### src/rtl/core/stbl_pkg.sv
// ----------------------------------------------------------------------------
// stbl_pkg: shared types and constants for the session table
// Operation and status codes, entry record layout, scan FSM states.
// ----------------------------------------------------------------------------
`default_nettype none
package stbl_pkg;

  localparam int unsigned EntriesDef = 64;
  localparam int unsigned SecPerHour = 3600;

  typedef enum logic [2:0] {
    OP_LOOKUP = 3'd0,
    OP_SET    = 3'd1,
    OP_CLEAR  = 3'd2,
    OP_EXPIRE = 3'd3,
    OP_ADD    = 3'd4,
    OP_FCHECK = 3'd5,
    OP_MARK   = 3'd6,
    OP_NONE   = 3'd7
  } op_e;

  typedef enum logic [1:0] {
    ST_OK       = 2'd0,
    ST_NOTFOUND = 2'd1,
    ST_FULL     = 2'd2
  } status_e;

  typedef enum logic [2:0] {
    S_IDLE,
    S_SRCH,    // read slot, compare key next cycle
    S_LASTRD,  // read last slot for move
    S_MOVE,    // write last slot into hole
    S_XRD,     // expire: read slot
    S_XCHK,    // expire: check age
    S_OUT      // hold result
  } state_e;

  typedef struct packed {
    logic [63:0] key;
    logic [31:0] handle;
    logic [31:0] last_use;
    logic [31:0] tokens;
    logic [31:0] flush_time;
  } entry_t;

  localparam int unsigned EntryW = $bits(entry_t);

  typedef struct packed {
    logic [2:0]  op;
    logic [63:0] key;
    logic [31:0] session_value;
    logic [31:0] tokens;
    logic [31:0] now;
  } req_t;

  typedef struct packed {
    logic [1:0]  status;
    logic [31:0] found_value;
    logic [31:0] token_total;
    logic [31:0] last_use_time;
    logic        needs_flush;
    logic [6:0]  removed_count;
  } rsp_t;

endpackage
`default_nettype wire

### src/rtl/core/stbl_ctrl.sv
// ----------------------------------------------------------------------------
// stbl_ctrl: operation sequencer for the session table
// Walks the entry RAM for key search, insert, remove-by-move and expire.
// ----------------------------------------------------------------------------
`default_nettype none
module stbl_ctrl #(
  parameter int unsigned Entries = stbl_pkg::EntriesDef
) (
  input  wire logic                       clk_i,
  input  wire logic                       rst_ni,
  input  wire logic                       in_valid_i,
  output logic                            in_ready_o,
  input  wire stbl_pkg::req_t             req_i,
  output logic                            out_valid_o,
  input  wire logic                       out_ready_i,
  output stbl_pkg::rsp_t                  rsp_o,
  input  wire logic [15:0]                expiry_hours_i,
  input  wire logic [31:0]                flush_threshold_i,
  output logic                            ram_we_o,
  output logic [$clog2(Entries)-1:0]      ram_addr_o,
  output stbl_pkg::entry_t                ram_wdata_o,
  input  wire stbl_pkg::entry_t           ram_rdata_i
);
  import stbl_pkg::*;

  localparam int unsigned AW = $clog2(Entries);
  localparam int unsigned CW = $clog2(Entries + 1);

  state_e          state_q, state_d;
  req_t            req_q, req_d;
  rsp_t            rsp_q, rsp_d;
  logic [CW-1:0]   cnt_q, cnt_d;      // occupied count
  logic [CW-1:0]   idx_q, idx_d;      // scan index
  logic [AW-1:0]   hole_q, hole_d;    // slot being refilled
  logic [47:0]     span_q;            // expiry window in seconds
  logic [6:0]      rmv_q, rmv_d;

  logic [32:0]     sum;
  logic [48:0]     age_lim;
  logic [CW-1:0]   last;

  assign sum     = {1'b0, ram_rdata_i.tokens} + {1'b0, req_q.tokens};
  assign age_lim = {17'd0, ram_rdata_i.last_use} + {1'b0, span_q};
  assign last    = cnt_q - CW'(1);

  // Span product registered from the expiry register every cycle
  always_ff @(posedge clk_i) begin
    span_q <= 48'(expiry_hours_i) * 48'(SecPerHour);
  end

  always_ff @(posedge clk_i or negedge rst_ni) begin
    if (!rst_ni) begin
      state_q <= S_IDLE;
      cnt_q   <= '0;
    end else begin
      state_q <= state_d;
      cnt_q   <= cnt_d;
    end
  end

  always_ff @(posedge clk_i) begin
    req_q  <= req_d;
    rsp_q  <= rsp_d;
    idx_q  <= idx_d;
    hole_q <= hole_d;
    rmv_q  <= rmv_d;
  end

  // Next state and datapath
  always_comb begin
    state_d     = state_q;
    req_d       = req_q;
    rsp_d       = rsp_q;
    cnt_d       = cnt_q;
    idx_d       = idx_q;
    hole_d      = hole_q;
    rmv_d       = rmv_q;
    ram_we_o    = 1'b0;
    ram_addr_o  = idx_q[AW-1:0];
    ram_wdata_o = ram_rdata_i;
    unique case (state_q)
      S_IDLE: begin
        if (in_valid_i) begin
          req_d = req_i;
          rsp_d = '0;
          idx_d = '0;
          rmv_d = '0;
          ram_addr_o = '0;
          if (op_e'(req_i.op) == OP_NONE) begin
            state_d = S_OUT;
          end else if (op_e'(req_i.op) == OP_EXPIRE) begin
            idx_d   = cnt_q;
            state_d = S_XRD;
          end else begin
            state_d = S_SRCH;
          end
        end
      end
      S_SRCH: begin
        // rdata holds slot idx_q (read issued last cycle)
        if (idx_q < cnt_q && ram_rdata_i.key == req_q.key) begin
          state_d = S_OUT;
          ram_wdata_o = ram_rdata_i;
          rsp_d.found_value   = ram_rdata_i.handle;
          rsp_d.token_total   = ram_rdata_i.tokens;
          rsp_d.last_use_time = ram_rdata_i.last_use;
          case (op_e'(req_q.op))
            OP_SET: begin
              ram_we_o = 1'b1;
              ram_wdata_o.handle   = req_q.session_value;
              ram_wdata_o.last_use = req_q.now;
              rsp_d.found_value    = req_q.session_value;
              rsp_d.last_use_time  = req_q.now;
            end
            OP_ADD: begin
              ram_we_o = 1'b1;
              ram_wdata_o.tokens = sum[32] ? 32'hFFFF_FFFF : sum[31:0];
              rsp_d.token_total  = ram_wdata_o.tokens;
            end
            OP_FCHECK: begin
              rsp_d.needs_flush = (ram_rdata_i.tokens >= flush_threshold_i) &&
                                  (ram_rdata_i.flush_time == '0);
            end
            OP_MARK: begin
              ram_we_o = 1'b1;
              ram_wdata_o.flush_time = req_q.now;
            end
            OP_CLEAR: begin
              rsp_d.found_value   = '0;
              rsp_d.token_total   = '0;
              rsp_d.last_use_time = '0;
              hole_d = idx_q[AW-1:0];
              if (idx_q == last) begin
                cnt_d   = last;
                state_d = S_OUT;
              end else begin
                state_d = S_LASTRD;
              end
            end
            default: ;
          endcase
        end else if (idx_q + CW'(1) >= cnt_q || idx_q >= cnt_q) begin
          // search exhausted
          state_d = S_OUT;
          if (op_e'(req_q.op) == OP_SET) begin
            if (cnt_q >= CW'(Entries)) begin
              rsp_d.status = ST_FULL;
            end else begin
              ram_we_o    = 1'b1;
              ram_addr_o  = cnt_q[AW-1:0];
              ram_wdata_o = '{key: req_q.key, handle: req_q.session_value,
                              last_use: req_q.now, tokens: 32'd0,
                              flush_time: 32'd0};
              cnt_d = cnt_q + CW'(1);
              rsp_d.found_value   = req_q.session_value;
              rsp_d.last_use_time = req_q.now;
            end
          end else begin
            rsp_d.status = ST_NOTFOUND;
          end
        end else begin
          idx_d      = idx_q + CW'(1);
          ram_addr_o = idx_d[AW-1:0];
        end
      end
      S_LASTRD: begin
        ram_addr_o = last[AW-1:0];
        state_d    = S_MOVE;
      end
      S_MOVE: begin
        ram_we_o    = 1'b1;
        ram_addr_o  = hole_q;
        ram_wdata_o = ram_rdata_i;
        cnt_d       = last;
        state_d     = (op_e'(req_q.op) == OP_EXPIRE) ? S_XRD : S_OUT;
      end
      S_XRD: begin
        // idx_q counts down; read slot idx_q-1
        if (idx_q == '0) begin
          rsp_d.removed_count = rmv_q;
          state_d = S_OUT;
        end else begin
          idx_d      = idx_q - CW'(1);
          ram_addr_o = idx_d[AW-1:0];
          state_d    = S_XCHK;
        end
      end
      S_XCHK: begin
        if (age_lim < {17'd0, req_q.now}) begin
          rmv_d  = rmv_q + 7'd1;
          hole_d = idx_q[AW-1:0];
          if (idx_q == last) begin
            cnt_d   = last;
            state_d = S_XRD;
          end else begin
            state_d = S_LASTRD;
          end
        end else begin
          state_d = S_XRD;
        end
      end
      S_OUT: begin
        if (out_ready_i) state_d = S_IDLE;
      end
      default: state_d = S_IDLE;
    endcase
  end

  // Handshake outputs
  always_comb begin
    in_ready_o  = (state_q == S_IDLE);
    out_valid_o = (state_q == S_OUT);
    rsp_o       = rsp_q;
  end
endmodule
`default_nettype wire

### config.mk
export PLATFORM = sky130hd
export DESIGN_NAME = stbl_ctrl
export DESIGN_NICKNAME = d
export VERILOG_FILES = /design/src/rtl/core/stbl_pkg.sv /design/src/rtl/core/stbl_ctrl.sv
export SDC_FILE = /design/constraint.sdc
export NUM_CORES = 1
export LEC_CHECK = 0
export BUFFER_PORTS_ARGS = -buffer_cell sky130_fd_sc_hd__buf_2
export CORE_AREA = 2 2 276 278
export DETAILED_ROUTE_END_ITERATION = 8
export DIE_AREA = 0 0 278 280
export SLEW_MARGIN = 10
export SYNTH_ARGS = -nofsm -noshare
export SYNTH_HDL_FRONTEND = slang
export SYNTH_SLANG_ARGS = --single-unit
### constraint.sdc
create_clock -name clk_i -period 11.3 [get_ports clk_i]
set_input_delay 1.13 -clock clk_i [delete_from_list [all_inputs] [get_ports clk_i]]
set_output_delay 1.13 -clock clk_i [all_outputs]
set_load 0.01 [all_outputs]
==> load_flow_metrics.sql <==
INSERT INTO impl_metrics (metric_group, metric, value, unit) VALUES
('run_status', 'outcome', 'complete, no violations', ''),
('grt', 'grt.total_usage', '21.12', '%'),
('setup_path', 'timing.critical_path.from_type', 'flop', ''),
('synthesis', 'async_reset_ff_share', '3.096', '%'),
('grt', 'grt_first_pass_wirelength', '122900', 'microns'),
('clocking', 'clkSinkCount', '323', ''),
('placed_design', 'io_buffers', '713', ''),
('placed_design', 'dp.cells', '3716', ''),
('setup_path', 'timing.critical_path.max_delay_family', 'buffers and inverters', ''),
('routing', 'detail_route.first_pass.iterations', '5', ''),
('pwr', 'power.net_switching', '2.466', 'mW'),
('synthesis', 'synth_seq_cells', '323', ''),
('placed_design', 'detailedPlace.worstSlack', '4484', 'ps'),
('pwr', 'power_frac_seq', '32.0', '%'),
('pwr', 'p_comb_share', '44.5', '%'),
('clocking', 'postCtsSetupBuffers', '0', ''),
('setup_path', 'crit_chain', 'inv_1 > ha_1 > nor2b_1 > o21ai_0 > a21oi_1 > o41ai_2 > nand2_1 > inv_1 > o21ai_0 > nand2_4 > buf_4 > mux2_2 > buf_2', ''),
('clocking', 'cts-root-to-sink-buffers', '3', ''),
('pwr', 'ir_drop_worst_case_vdd', '0.1292', 'mV'),
('placed_design', 'weighted_congestion_reported_at_the_end_of_routability_driven_placement', '0.9024', ''),
('placed_design', 'area_post_placement', '26510', 'sq um'),
('die', 'std_cell_rows', '101', ''),
('hold_path', 'min_path_type', 'in2async', ''),
('setup_path', 'critical_path.max_stage_delay', '660', 'ps'),
('routing', 'routed-via-count', '19510', ''),
('sta', 'clock.fmax', '152.1', 'MHz'),
('die', 'core-area', '75190', 'sq um'),
('sta', 'setup_repair_after_global_routing_missed_its_margin', 'no', ''),
('synthesis', 'synthesis.area_per_instance', '10.47', 'sq um'),
('pwr', 'pwr_density_cell', '217.2', 'nW/um^2'),
('grt', 'grt_antenna_before_repair', '13', ''),
('clocking', 'cts.clk_slew.worst_paths', '60', 'ps'),
('clocking', 'cts_hold_buffers', '0', ''),
('routing', 'first_iter_violations', '1413', ''),
('die', 'floorplan.die.height', '280', 'microns'),
('sta', 'timing_worst_slew_pin_value', '1141', 'ps'),
('synthesis', 'synth_cell_types', '76', ''),
('setup_path', 'critical_path_class', 'reg2out', ''),
('setup_path', 'arrival', '5440', 'ps'),
('synthesis', 'postSynthNetCount', '2719', ''),
('grt', 'pin_count_of_the_biggest_net_entering_global_routing', '68', ''),
('setup_path', 'worst-path-buf-inv', '4', ''),
('clocking', 'clock_tree.htree_level_count', '2', ''),
('die', 'fp.dieArea', '77840', 'sq um'),
('sta', 'report.final.hold_viol_count', '0', ''),
('pwr', 'clock_power_share', '23.5', '%'),
('sta', 'slew_headroom', '23.95', '%'),
('clocking', 'postCtsResizedCells', '0', ''),
('sta', 'finalCriticalPeriod', '6574', 'ps'),
('sta', 'fin_tns_setup', '0', 'ps'),
('die', 'dieWidth', '278', 'microns'),
('layout', 'final_core_util', '37.21', '%'),
('layout', 'layout.nets', '3415', ''),
('layout', 'area_growth', '28.06', '%'),
('sta', 'timing.final.ws_setup', '4726', 'ps'),
('routing', 'vias_per_cell', '5.139', ''),
('pwr', 'total_power', '6.077', 'mW'),
('routing', 'detail_route.drc_violations', '0', ''),
('placed_design', 'dp_hpwl', '67850', 'microns'),
('layout', 'final_area', '27980', 'sq um'),
('sta', 'timing.clock.skew', '22.88', 'ps'),
('setup_path', 'crit_slowest_cell', 'buf_4', ''),
('synthesis', 'syn-cell-area', '21850', 'sq um'),
('synthesis', 'synth_sequential_area_ratio', '43.07', '%'),
('synthesis', 'synth-edff-count', '289', ''),
('routing', 'detail-route-antenna-nets', '0', ''),
('clocking', 'cts_tree', 'yes', ''),
('sta', 'timing.final.setup_violations', '0', ''),
('clocking', 'numCtsBuffers', '42', ''),
('pwr', 'internal_power', '3.611', 'mW'),
('routing', 'detail_route.wirelength', '86160', 'microns');
-- kinds of logic after synthesis --
logic type | share of synthesized area (%)
buffers and inverters | 3.963
muxes | 5.143
xor gates and xnor gates | 6.214
and+or+nand+nor | 11.45
adders and majority gates | 13.84
AOI/OAI and AO/OA | 16.32
DFF | 43.07
-- flip-flops by register name, indices dropped and copies added, names as in the netlist --
name,flops
idx_q,7
rmv_q,7
state_q,3
rsp_o,106
cnt_q,7
hole_q,6
req_q,163
span_q,24
-- layout make-up --
class	count	area [sq um]
diodes	5	12.51
flip-flops and latches	323	9409
clock inverters	23	236.5
repair buffers	732	3711
fillers	7580	47210
multi-input cells	1541	11640
well taps	978	1224
inverters	142	538.0
clock buffers	53	1209
-- worst paths after layout --
| check | slack [ps] | start | end | depth (start not counted) |
|---|---|---|---|---|
| max | 4730 | cnt_q[1]$_DFFE_PN0P_ | ram_wdata_o[126] | 13 |
| min | 460 | rst_ni | state_q[0]$_DFFE_PN0P_ | 1 |
| max reg2reg | 5550 | span_q[4]$_DFF_P_ | rmv_q[4]$_SDFFCE_PN0P_ | 20 |
| min reg2reg | 560 | req_q[88]$_DFFE_PP_ | rsp_o[96]$_SDFFCE_PN0P_ | 1 |
| max in group asynchronous | 10600 | rst_ni | cnt_q[3]$_DFFE_PN0P_ | 1 |
| min in group clk_i | 560 | req_q[88]$_DFFE_PP_ | rsp_o[96]$_SDFFCE_PN0P_ | 1 |
-- power by group through the flow --
| stage | clock [mW] | sequential [mW] | combinational, mW |
|---|---|---|---|
| after floorplan | 0 | 1.90 | 1.80 |
| after global placement | 0 | 1.96 | 2.68 |
| after detailed placement | 0 | 1.96 | 2.69 |
| after CTS | 1.46 | 1.94 | 2.71 |
| after global routing | 1.50 | 1.97 | 2.99 |
| final | 1.43 | 1.94 | 2.71 |
-- routing by layer --
metal / vias to the layer above / GRT usage, % / part of all wire, %
met4: 16 / 6.542 / 3.0
met2: 896 / 36.47 / 48
met3: 137 / 5.413 / 8.1
met5: - / 0 / 0.12
met1: 9333 / 25.76 / 40
li1: 9131 / - / -
-- cells in the final DEF, fill, tap and decap left out, types with 42 or more instances in the layout --
cell	n
o21ai_0	125
nand2_1	175
buf_2	713
ha_1	200
a21oi_1	110
xnor2_1	71
xor2_1	84
edfxtp_1	289
inv_1	140
nor2_1	106
nand3_1	47
mux2_2	98
a22o_1	97
clkbuf_16	47
o21ai_1	42
-- synthesized netlist by cell type (44+ instances only) --
cell type	number	area share (%)
edfxtp_1	289	40
o21ai_1	44	1.0
nand2_1	177	3.0
xor2_1	84	3.4
inv_1	141	2.4
xnor2_1	71	2.8
a22o_1	97	3.9
nand3_1	47	1.1
mux2_2	98	5.1
clkbuf_1	59	1.0
a21oi_1	110	2.5
ha_1	200	11
nor2_1	109	1.9
o21ai_0	125	2.9
(Power assumes the default switching activity.)
