[config.mk]
export PLATFORM = sky130hd
export DESIGN_NAME = stbl_ram
export DESIGN_NICKNAME = d
export VERILOG_FILES = /design/src/rtl/core/stbl_ram.sv
export SDC_FILE = /design/constraint.sdc
export NUM_CORES = 1
export LEC_CHECK = 0
export BUFFER_PORTS_ARGS = -buffer_cell sky130_fd_sc_hd__clkbuf_2
export CAP_MARGIN = 40
export CORE_ASPECT_RATIO = 0.6
export CORE_MARGIN = 2
export CORE_UTILIZATION = 49
export DETAILED_ROUTE_END_ITERATION = 6
export HOLD_SLACK_MARGIN = 0.05
export PLACE_DENSITY = 0.68
export SYNTH_ARGS = -nofsm -noshare
export SYNTH_HDL_FRONTEND = slang
export SYNTH_SLANG_ARGS = --single-unit
[constraint.sdc]
create_clock -name clk_i -period 3.64 [get_ports clk_i]
set_input_delay 0.182 -clock clk_i [delete_from_list [all_inputs] [get_ports clk_i]]
set_output_delay 0.182 -clock clk_i [all_outputs]
set_load 0.01 [all_outputs]
[src/rtl/core/stbl_ram.sv]
// ----------------------------------------------------------------------------
// stbl_ram: generic single-port RAM
// One write or read per cycle, read data registered.
// ----------------------------------------------------------------------------
`default_nettype none
module stbl_ram #(
  parameter int unsigned Width = 8,
  parameter int unsigned Depth = 16
) (
  input  wire logic                     clk_i,
  input  wire logic                     we_i,
  input  wire logic [$clog2(Depth)-1:0] addr_i,
  input  wire logic [Width-1:0]         wdata_i,
  output logic      [Width-1:0]         rdata_o
);
  logic [Width-1:0] mem [Depth];

  always_ff @(posedge clk_i) begin
    if (we_i) begin
      mem[addr_i] <= wdata_i;
    end
    rdata_o <= mem[addr_i];
  end
endmodule
`default_nettype wire

==> impl_metrics.toml, run 1 <==
[critical_path]
r2r-start = "mem[3][0]$_DFFE_PP_"
cp_max_fo = 26
critPathMaxStageDelay_ns = 0.63
endpoint_kind = "flip-flop"
crit_type = "input pin to flip-flop"
startpoint_type = "input pin"
critPathSlowestCell = "clkbuf_2"
reg2reg_slack_ns = 2.31
crit_chain = "clkbuf_2 > buf_4 > mux4_2 > a22oi_1 > nand2_1"
arrival_ns = 2.14
critPathRequiredTime_ns = 3.93
r2r_end = "rdata_o[0]$_DFF_P_"
reg2reg_depth = 3

[clocking]
cts_hold_buf = 0
cts_made_buffers = 17
cts_setup_buffers = 0
cts.sinks = 136
path_clk_slew_ns = 0.06
clkLatencyLatePin_ns = 0.41
cts_tree = "done"
post_cts_resized = 0
cts_max_level = 4
cts_root_buf = "clkbuf_16"
clock_path_buffers = 2

[timing]
setup_violations = 0
setup_tns_ns = 0
relSlewSlack_pct = 40.4
drv_slew = 0
rsz0062_at_grt = "false"
fmax_mhz = 539
period_share_pct = 50.9
post-route-min-period_ns = 1.85
clock_skew_ns = 0.00803
final_hold_viol_count = 0
worst_pin_slew_ns = 0.890

[logic_synthesis]
ys_warn_count = 0
syn_area_mm2 = 0.00507
syn_nets = 244
syn_area_per_cell_um2 = 22.0
synth_seq_cells = 136
synth.distinct_cells = 18
ys_seq_area_share_pct = 79.0
netlist_instances = 230

[run_status]
outcome = "completed"

[final_layout]
mostFrequentLayoutCells = "edfxtp_1 (128), mux4_2 (32), clkbuf_2 (21), clkbuf_16 (17), a22oi_1 (16)"
drive_gt1_share_pct = 33.8
syn2layout_area_growth_pct = 19.6
final_common_cell = "edfxtp_1"
antenna_cells = 0
nets = 286
finish.utilization_pct = 60.9

[grt]
grt_pass1_wl_um = 14700
grt_pass1_vias = 2438
antenna_found_initial = 0
grt_max_degree = 27
grt-ovfl-total = 0
grt.total_usage_pct = 19.4

[drt]
routed_wl_um = 9640
drcViolationCount = 0
antenna_left = 0
drtIter0Drc = 272
wl_per_cell_um = 23.0
vias = 2418
dr.pass1.iters = 4
via_per_inst = 5.77

[floorplanning]
num_rows = 28
core-area_mm2 = 0.00995
die_y_um = 82.8
die_w_um = 135
dieArea_mm2 = 0.0112
pin_count = 22
start_util_pct = 50.9

[placed_design]
place.gp.congestion = 0.765
portBuffers = 21
post-dp-hpwl_um = 6020

[run]
cap_violations = 0

[power]
peakVddDrop_mv = 0.666
p_leak_nw = 2.01
powerDensity_mw_per_mm2 = 640

[worst_hold_path]
hold_path_end = "mem[14][5]$_DFFE_PP_"
hold_start = "wdata_i[5]"
worst_hold_path.num_cells = 1
hp-class = "input pin to flip-flop"
state kept, by name (all words and copies together), names as in the netlist:
name	flops
rdata_o	8
mem	128
metrics by stage:
stage                     cells  setup slack [ns]  cell area [um^2]  power, mW  hold slack, ns
after CTS                   417              1.72              6040       3.90           0.202
final                       419              1.79              6060       3.88           0.210
after global routing        419              1.61              6060       3.99           0.223
after detailed placement    386              1.30              5360       1.96           0.574
after global placement      381              1.34              5330       1.95           0.575
after floorplan             230              1.96              5070       1.89           0.281
Yosys cell counts:
cell type  count  share of area (%)
nor2_1        13               0.96
nand2b_1       2               0.25
buf_1          4               0.30
dfxtp_1        8                3.2
nand2_1        9               0.67
and2_1         1               0.12
clkbuf_1       2               0.15
nor3_1         4               0.40
nor2b_1        2               0.25
a22oi_1       16                2.4
nand3_1        1              0.099
buf_2          2               0.20
nand3b_1       2               0.30
edfxtp_1     128                 76
or3b_2         1               0.17
buf_6          2               0.44
clkbuf_2       1              0.099
mux4_2        32                 14
layout make-up:
cell class / instances / area [um^2]
Clock buffer: 18 / 429
Fill cell: 705 / 3890
Timing Repair Buffer: 34 / 203
Clock inverter: 13 / 251
Tap cell: 135 / 169
Sequential cell: 136 / 4000
Multi-Input combinational cell: 83 / 1000
critical path, delay by kind of cell:
| kind | cells | cell delay [ns] |
|---|---|---|
| compound gates | 1 | 0.24 |
| buf+inv | 2 | 1.06 |
| mux | 1 | 0.56 |
| simple gates | 1 | 0.09 |
logic make-up (layout without fill, tap and decap cells):
group / count (synthesis) / count (layout) / share of synthesized area (%)
AND/OR/NAND/NOR: 35 / 35 / 3.21
multiplexers: 32 / 32 / 14.2
flip-flops: 136 / 136 / 79.0
buffers and inverters: 11 / 65 / 1.19
AO/OA/AOI/OAI: 16 / 16 / 2.37
metal layers:
layer / routed length, um / vias to the layer above / track usage, %
met3: 704 / 13 / 6.44
li1: - / 1049 / -
met5: 0 / - / 0
met2: 4410 / 88 / 28.8
met4: 113 / 0 / 7.71
met1: 4410 / 1268 / 27.0
how the worst max path moves through the flow:
stage,slack (ns),end,cells past startpoint,from
3_3_place_gp,1.34,rdata_o[1]$_DFF_P_,5,addr_i[0]
5_1_grt,1.61,rdata_o[3]$_DFF_P_,5,addr_i[0]
2_1_floorplan,1.96,mem[0][0]$_DFFE_PP_,2,addr_i[2]
3_5_place_dp,1.30,rdata_o[1]$_DFF_P_,5,addr_i[0]
6_report,1.79,rdata_o[3]$_DFF_P_,5,addr_i[0]
4_1_cts,1.72,rdata_o[3]$_DFF_P_,5,addr_i[0]
power by group:
| group | internal [mW] | total [mW] | switching [mW] |
|---|---|---|---|
| registers | 1.75 | 1.76 | 0.00980 |
| clock network | 1.35 | 1.96 | 0.609 |
| logic | 0.0654 | 0.160 | 0.0951 |
Note: power is estimated with default switching activity, not from simulation.
==> run 2, diff against run 1 <==
PLACE_DENSITY = 0.7   (was 0.68)
clock period = 1.7 ns   (was 3.64 ns; I/O delays follow)
==> run 2 against run 1 <==
Net effect:
- core utilization rose by 0.30 points
- non-clock buffer count rose by 12
- total power rose by 100%
- routed wire length rose by 1.9%
- sequential power rose by 110%
- cell count rose by 3.1%
- highest routed layer unchanged
- critical endpoint is now rdata_o[2]$_DFF_P_
- register-to-register slack got worse by 2.0 ns
- final area rose by 0.50%
- clock skew fell by 0.0012 ns
- hold slack got worse by 0.11 ns
- first-iteration DRC count fell by 33%
- count of clock-buffer cells in the layout rose by 3
==> impl_metrics.toml, run 2 (synthesis gave the netlist of run 1 again) <==
[timing]
worst_pin_slew_ns = 0.474
clock_skew_ns = 0.00681
holdWs_ns = 0.102
setup_tns_ns = 0
relSlewSlack_pct = 68.3
fmax_mhz = 715
drv_slew = 0
period_share_pct = 82.3
rsz0062_at_grt = "false"
post-route-min-period_ns = 1.40
final_hold_viol_count = 0
setup_violations = 0

[floorplanning]
pin_count = 22
core-area_mm2 = 0.00995
die_y_um = 82.8
start_util_pct = 50.9
dieArea_mm2 = 0.0112
num_rows = 28
die_w_um = 135

[critical_path]
critPathMaxStageDelay_ns = 0.49
cp_max_fo = 1
critPathSlowestCell = "mux4_2"
arrival_ns = 1.68
crit_type = "flip-flop to flip-flop"
cp_num_buf_inv = 0
critical_path.top_delay_family = "multiplexers"
critPathRequiredTime_ns = 1.98
crit_chain = "mux4_2 > a22oi_1 > nand2_1"
startpoint_type = "flip-flop"
endpoint_kind = "flip-flop"

[clocking]
path_clk_slew_ns = 0.06
clock_path_buffers = 2
cts_hold_buf = 0
cts_root_buf = "clkbuf_16"
cts_made_buffers = 17
post_cts_resized = 0
cts_setup_buffers = 0
cts_max_level = 4
clkLatencyLatePin_ns = 0.41
cts_tree = "done"
cts.sinks = 136

[drt]
antenna_left = 0
via_per_inst = 5.60
drcViolationCount = 0
routed_wl_um = 9820
wl_per_cell_um = 22.7
drtIter0Drc = 182
vias = 2419
dr.pass1.iters = 5

[final_layout]
fin_cells = 432
nFillCells = 721
finish.utilization_pct = 61.2
antenna_cells = 0
syn2layout_area_growth_pct = 20.2
drive_gt1_share_pct = 35.4
regMostFlops = "mem"
largest_reg_flops = 128
stdcell_area_mm2 = 0.00609
final_common_cell = "edfxtp_1"
reg.largest.list = "mem: 128 flops, rdata_o: 8 flops"
mostFrequentLayoutCells = "edfxtp_1 (128), mux4_2 (32), buf_4 (23), clkbuf_2 (21), clkbuf_16 (17)"
nets = 298

[placed_design]
portBuffers = 21
post-dp-hpwl_um = 6150
placed_area_mm2 = 0.00549
post-place-cells = 400
place.gp.congestion = 0.726

[grt]
use_met2_pct = 28.5
grt_pass1_vias = 2472
antenna_found_initial = 0
top_usage_layer = "met1"
use_met3_pct = 7.53
grt-ovfl-total = 0
grt_max_degree = 40
use_met1_pct = 29.4
grt_pass1_wl_um = 15000
grt.total_usage_pct = 19.9

[power]
powerDensity_mw_per_mm2 = 1280
p_leak_nw = 2.05
peakVddDrop_mv = 1.08

[run]
cap_violations = 0

[run_status]
outcome = "completed"

[worst_hold_path]
hp-class = "input pin to flip-flop"
[run 2: cell types whose count changed in the layout (fill, tap and decap cells not counted), moves of 2 or more]
cell,previous run,this run
buf_12,0,2
clkinv_4,2,0
clkbuf_1,1,4
bufinv_16,7,4
buf_4,13,23
clkinv_2,1,4
[run 2: through the flow]
step,worst slack [ns],power (mW)
floorplan,0.122,4.04
global placement,0.0540,4.21
detailed placement,0.0356,4.21
CTS,0.301,7.88
global route,0.235,8.06
finish,0.301,7.82
[run 2: per-layer routing]
metal	wire length (um)	up-vias
met5	0	-
met4	67	0
met3	945	10
met2	4350	102
met1	4460	1229
li1	-	1078
[run 2: final timing paths]
| path | slack, ns | cells after the start | start | end |
|---|---|---|---|---|
| worst min register to register | 0.66 | 3 | mem[14][1]$_DFFE_PP_ | rdata_o[1]$_DFF_P_ |
| worst max-delay path | 0.30 | 3 | mem[11][2]$_DFFE_PP_ | rdata_o[2]$_DFF_P_ |
| worst min-delay path | 0.10 | 1 | wdata_i[7] | mem[13][7]$_DFFE_PP_ |
| worst max register to register | 0.30 | 3 | mem[11][2]$_DFFE_PP_ | rdata_o[2]$_DFF_P_ |
[run 2: report_power, final]
group | switching [mW] | internal [mW] | leakage (nW)
Sequential | 0.0237 | 3.75 | 1.22
Combinational | 0.208 | 0.159 | 0.537
Clock | 1.25 | 2.43 | 0.290
[run 2: worst reg2reg max path, stage by stage, from the launching register on]
cell and delay (ns):
edfxtp_1 0.36, mux4_2 0.49, a22oi_1 0.34, nand2_1 0.08
[run 2: layout make-up]
type	instances	area (um^2)	share of cell area, %
well taps	135	169	2.77
flip-flops and latches	136	4000	65.7
clock inverters	11	155	2.55
multi-input cells	83	1000	16.5
clock buffers	21	440	7.23
repair buffers	46	318	5.22
==> run 3, diff against run 2 <==
PLACE_DENSITY = 0.68   (was 0.7)
clock period = 1.45 ns   (was 1.7 ns; I/O delays follow)
==> run 3 against run 2 <==
Net effect:
- first-iteration DRC count increased by 7.1%
- global-route usage decreased by 0.070 points
- routed wire length decreased by 0.61%
- critical path depth unchanged
- total power increased by 24%
- maximum frequency increased by 2.6%
- critical path type unchanged
- largest power group is now clock
==> impl_metrics.toml, run 3 (synthesis gave the netlist of run 1 again) <==
[run_status]
outcome = "completed"

[timing]
relSlewSlack_pct = 50.3
drv_slew = 0
period_share_pct = 94.0
setup_violations = 0
post-route-min-period_ns = 1.36
fmax_mhz = 734
final_hold_viol_count = 0
worst_pin_slew_ns = 0.745
rsz0062_at_grt = "false"
holdWs_ns = 0.0676
clock_skew_ns = 0.00888

[critical_path]
crit_type = "flip-flop to flip-flop"
endpoint_kind = "flip-flop"
critPathRequiredTime_ns = 1.73
cp_max_fo = 1
critPathMaxStageDelay_ns = 0.50
reg2reg_depth = 3
startpoint_type = "flip-flop"
crit_chain = "mux4_2 > a22oi_1 > nand2_1"
critPathSlowestCell = "mux4_2"
arrival_ns = 1.64

[final_layout]
syn2layout_area_growth_pct = 23.3
reg.largest.list = "mem: 128 flops, rdata_o: 8 flops"
nets = 306
fin_cells = 440
antenna_cells = 0
drive_gt1_share_pct = 39.3
mostFrequentLayoutCells = "edfxtp_1 (128), mux4_2 (32), buf_4 (30), clkbuf_2 (21), clkbuf_16 (17)"
finish.utilization_pct = 62.8
final_common_cell = "edfxtp_1"
regMostFlops = "mem"
largest_reg_flops = 128

[grt]
grt_pass1_vias = 2494
grt_max_degree = 18
grt-ovfl-total = 0
grt.total_usage_pct = 19.8
grt_pass1_wl_um = 15000
antenna_found_initial = 0

[drt]
via_per_inst = 5.60
routed_wl_um = 9760
drtIter0Drc = 195
drcViolationCount = 0
vias = 2465
antenna_left = 0
wl_per_cell_um = 22.2
dr.pass1.iters = 4

[floorplanning]
die_y_um = 82.8
pin_count = 22
die_w_um = 135
num_rows = 28
start_util_pct = 50.9
dieArea_mm2 = 0.0112
core-area_mm2 = 0.00995

[worst_hold_path]
hp-class = "input pin to flip-flop"
worst_hold_path.num_cells = 1

[placed_design]
post-place-cells = 408
portBuffers = 21
place.gp.congestion = 0.804
post-dp-hpwl_um = 6290

[clocking]
cts_root_buf = "clkbuf_16"
cts_hold_buf = 0
cts_tree = "done"
clkLatencyLatePin_ns = 0.42
clock_path_buffers = 2
post_cts_resized = 0
cts_made_buffers = 17
path_clk_slew_ns = 0.06
cts_max_level = 4
cts_setup_buffers = 0
cts.sinks = 136

[run]
cap_violations = 0

[power]
peakVddDrop_mv = 0.949
powerDensity_mw_per_mm2 = 1550
p_leak_nw = 2.13
==> run 3: cell type report <==
cell class / count / area (um^2)
multi-input cells: 83 / 1010
repair buffers: 54 / 390
fillers: 711 / 3700
well taps: 135 / 169
flip-flops and latches: 136 / 4000
clock buffers: 17 / 425
clock inverters: 15 / 246
==> run 3: metal layers <==
layer / vias to the layer above / global-route usage [%] / wire length (um)
met5: - / 0 / 0
met4: 0 / 6.25 / 99
met3: 11 / 6.80 / 752
met2: 88 / 28.5 / 4380
met1: 1277 / 28.9 / 4520
li1: 1089 / - / -
==> run 3: path summary, 6_finish.rpt <==
path / from / endpoint / slack (ns)
max: mem[3][2]$_DFFE_PP_ / rdata_o[2]$_DFF_P_ / 0.09
min: wdata_i[6] / mem[11][6]$_DFFE_PP_ / 0.07
max reg2reg: mem[3][2]$_DFFE_PP_ / rdata_o[2]$_DFF_P_ / 0.09
min reg2reg: mem[6][1]$_DFFE_PP_ / rdata_o[1]$_DFF_P_ / 0.69
==> run 3: through the flow <==
stage                     setup TNS [ns]  setup slack (ns)  power (mW)  area, um^2
final                                  0            0.0870        9.69        6250
after global routing                   0            0.0122        9.99        6250
after floorplan                    -4.26           -0.0606        4.74        5070
after global placement          -0.00760          -0.00760        4.94        5570
after CTS                              0            0.0726        9.76        6250
after detailed placement         -0.0569           -0.0535        4.95        5570
==> run 3: critical path, delay by kind of cell (launching register included) <==
kind               cells  cell delay [ns]
AOI/OAI and AO/OA      1             0.24
DFF                    1             0.38
muxes                  1             0.50
and+or+nand+nor        1             0.11
==> run 3: where the power goes <==
group	internal, mW	switching, mW	total [mW]	leakage, nW
Sequential	4.40	0.0277	4.42	1.22
Combinational	0.197	0.245	0.442	0.584
Clock	3.23	1.60	4.83	0.318
Total	7.82	1.87	9.69	2.13
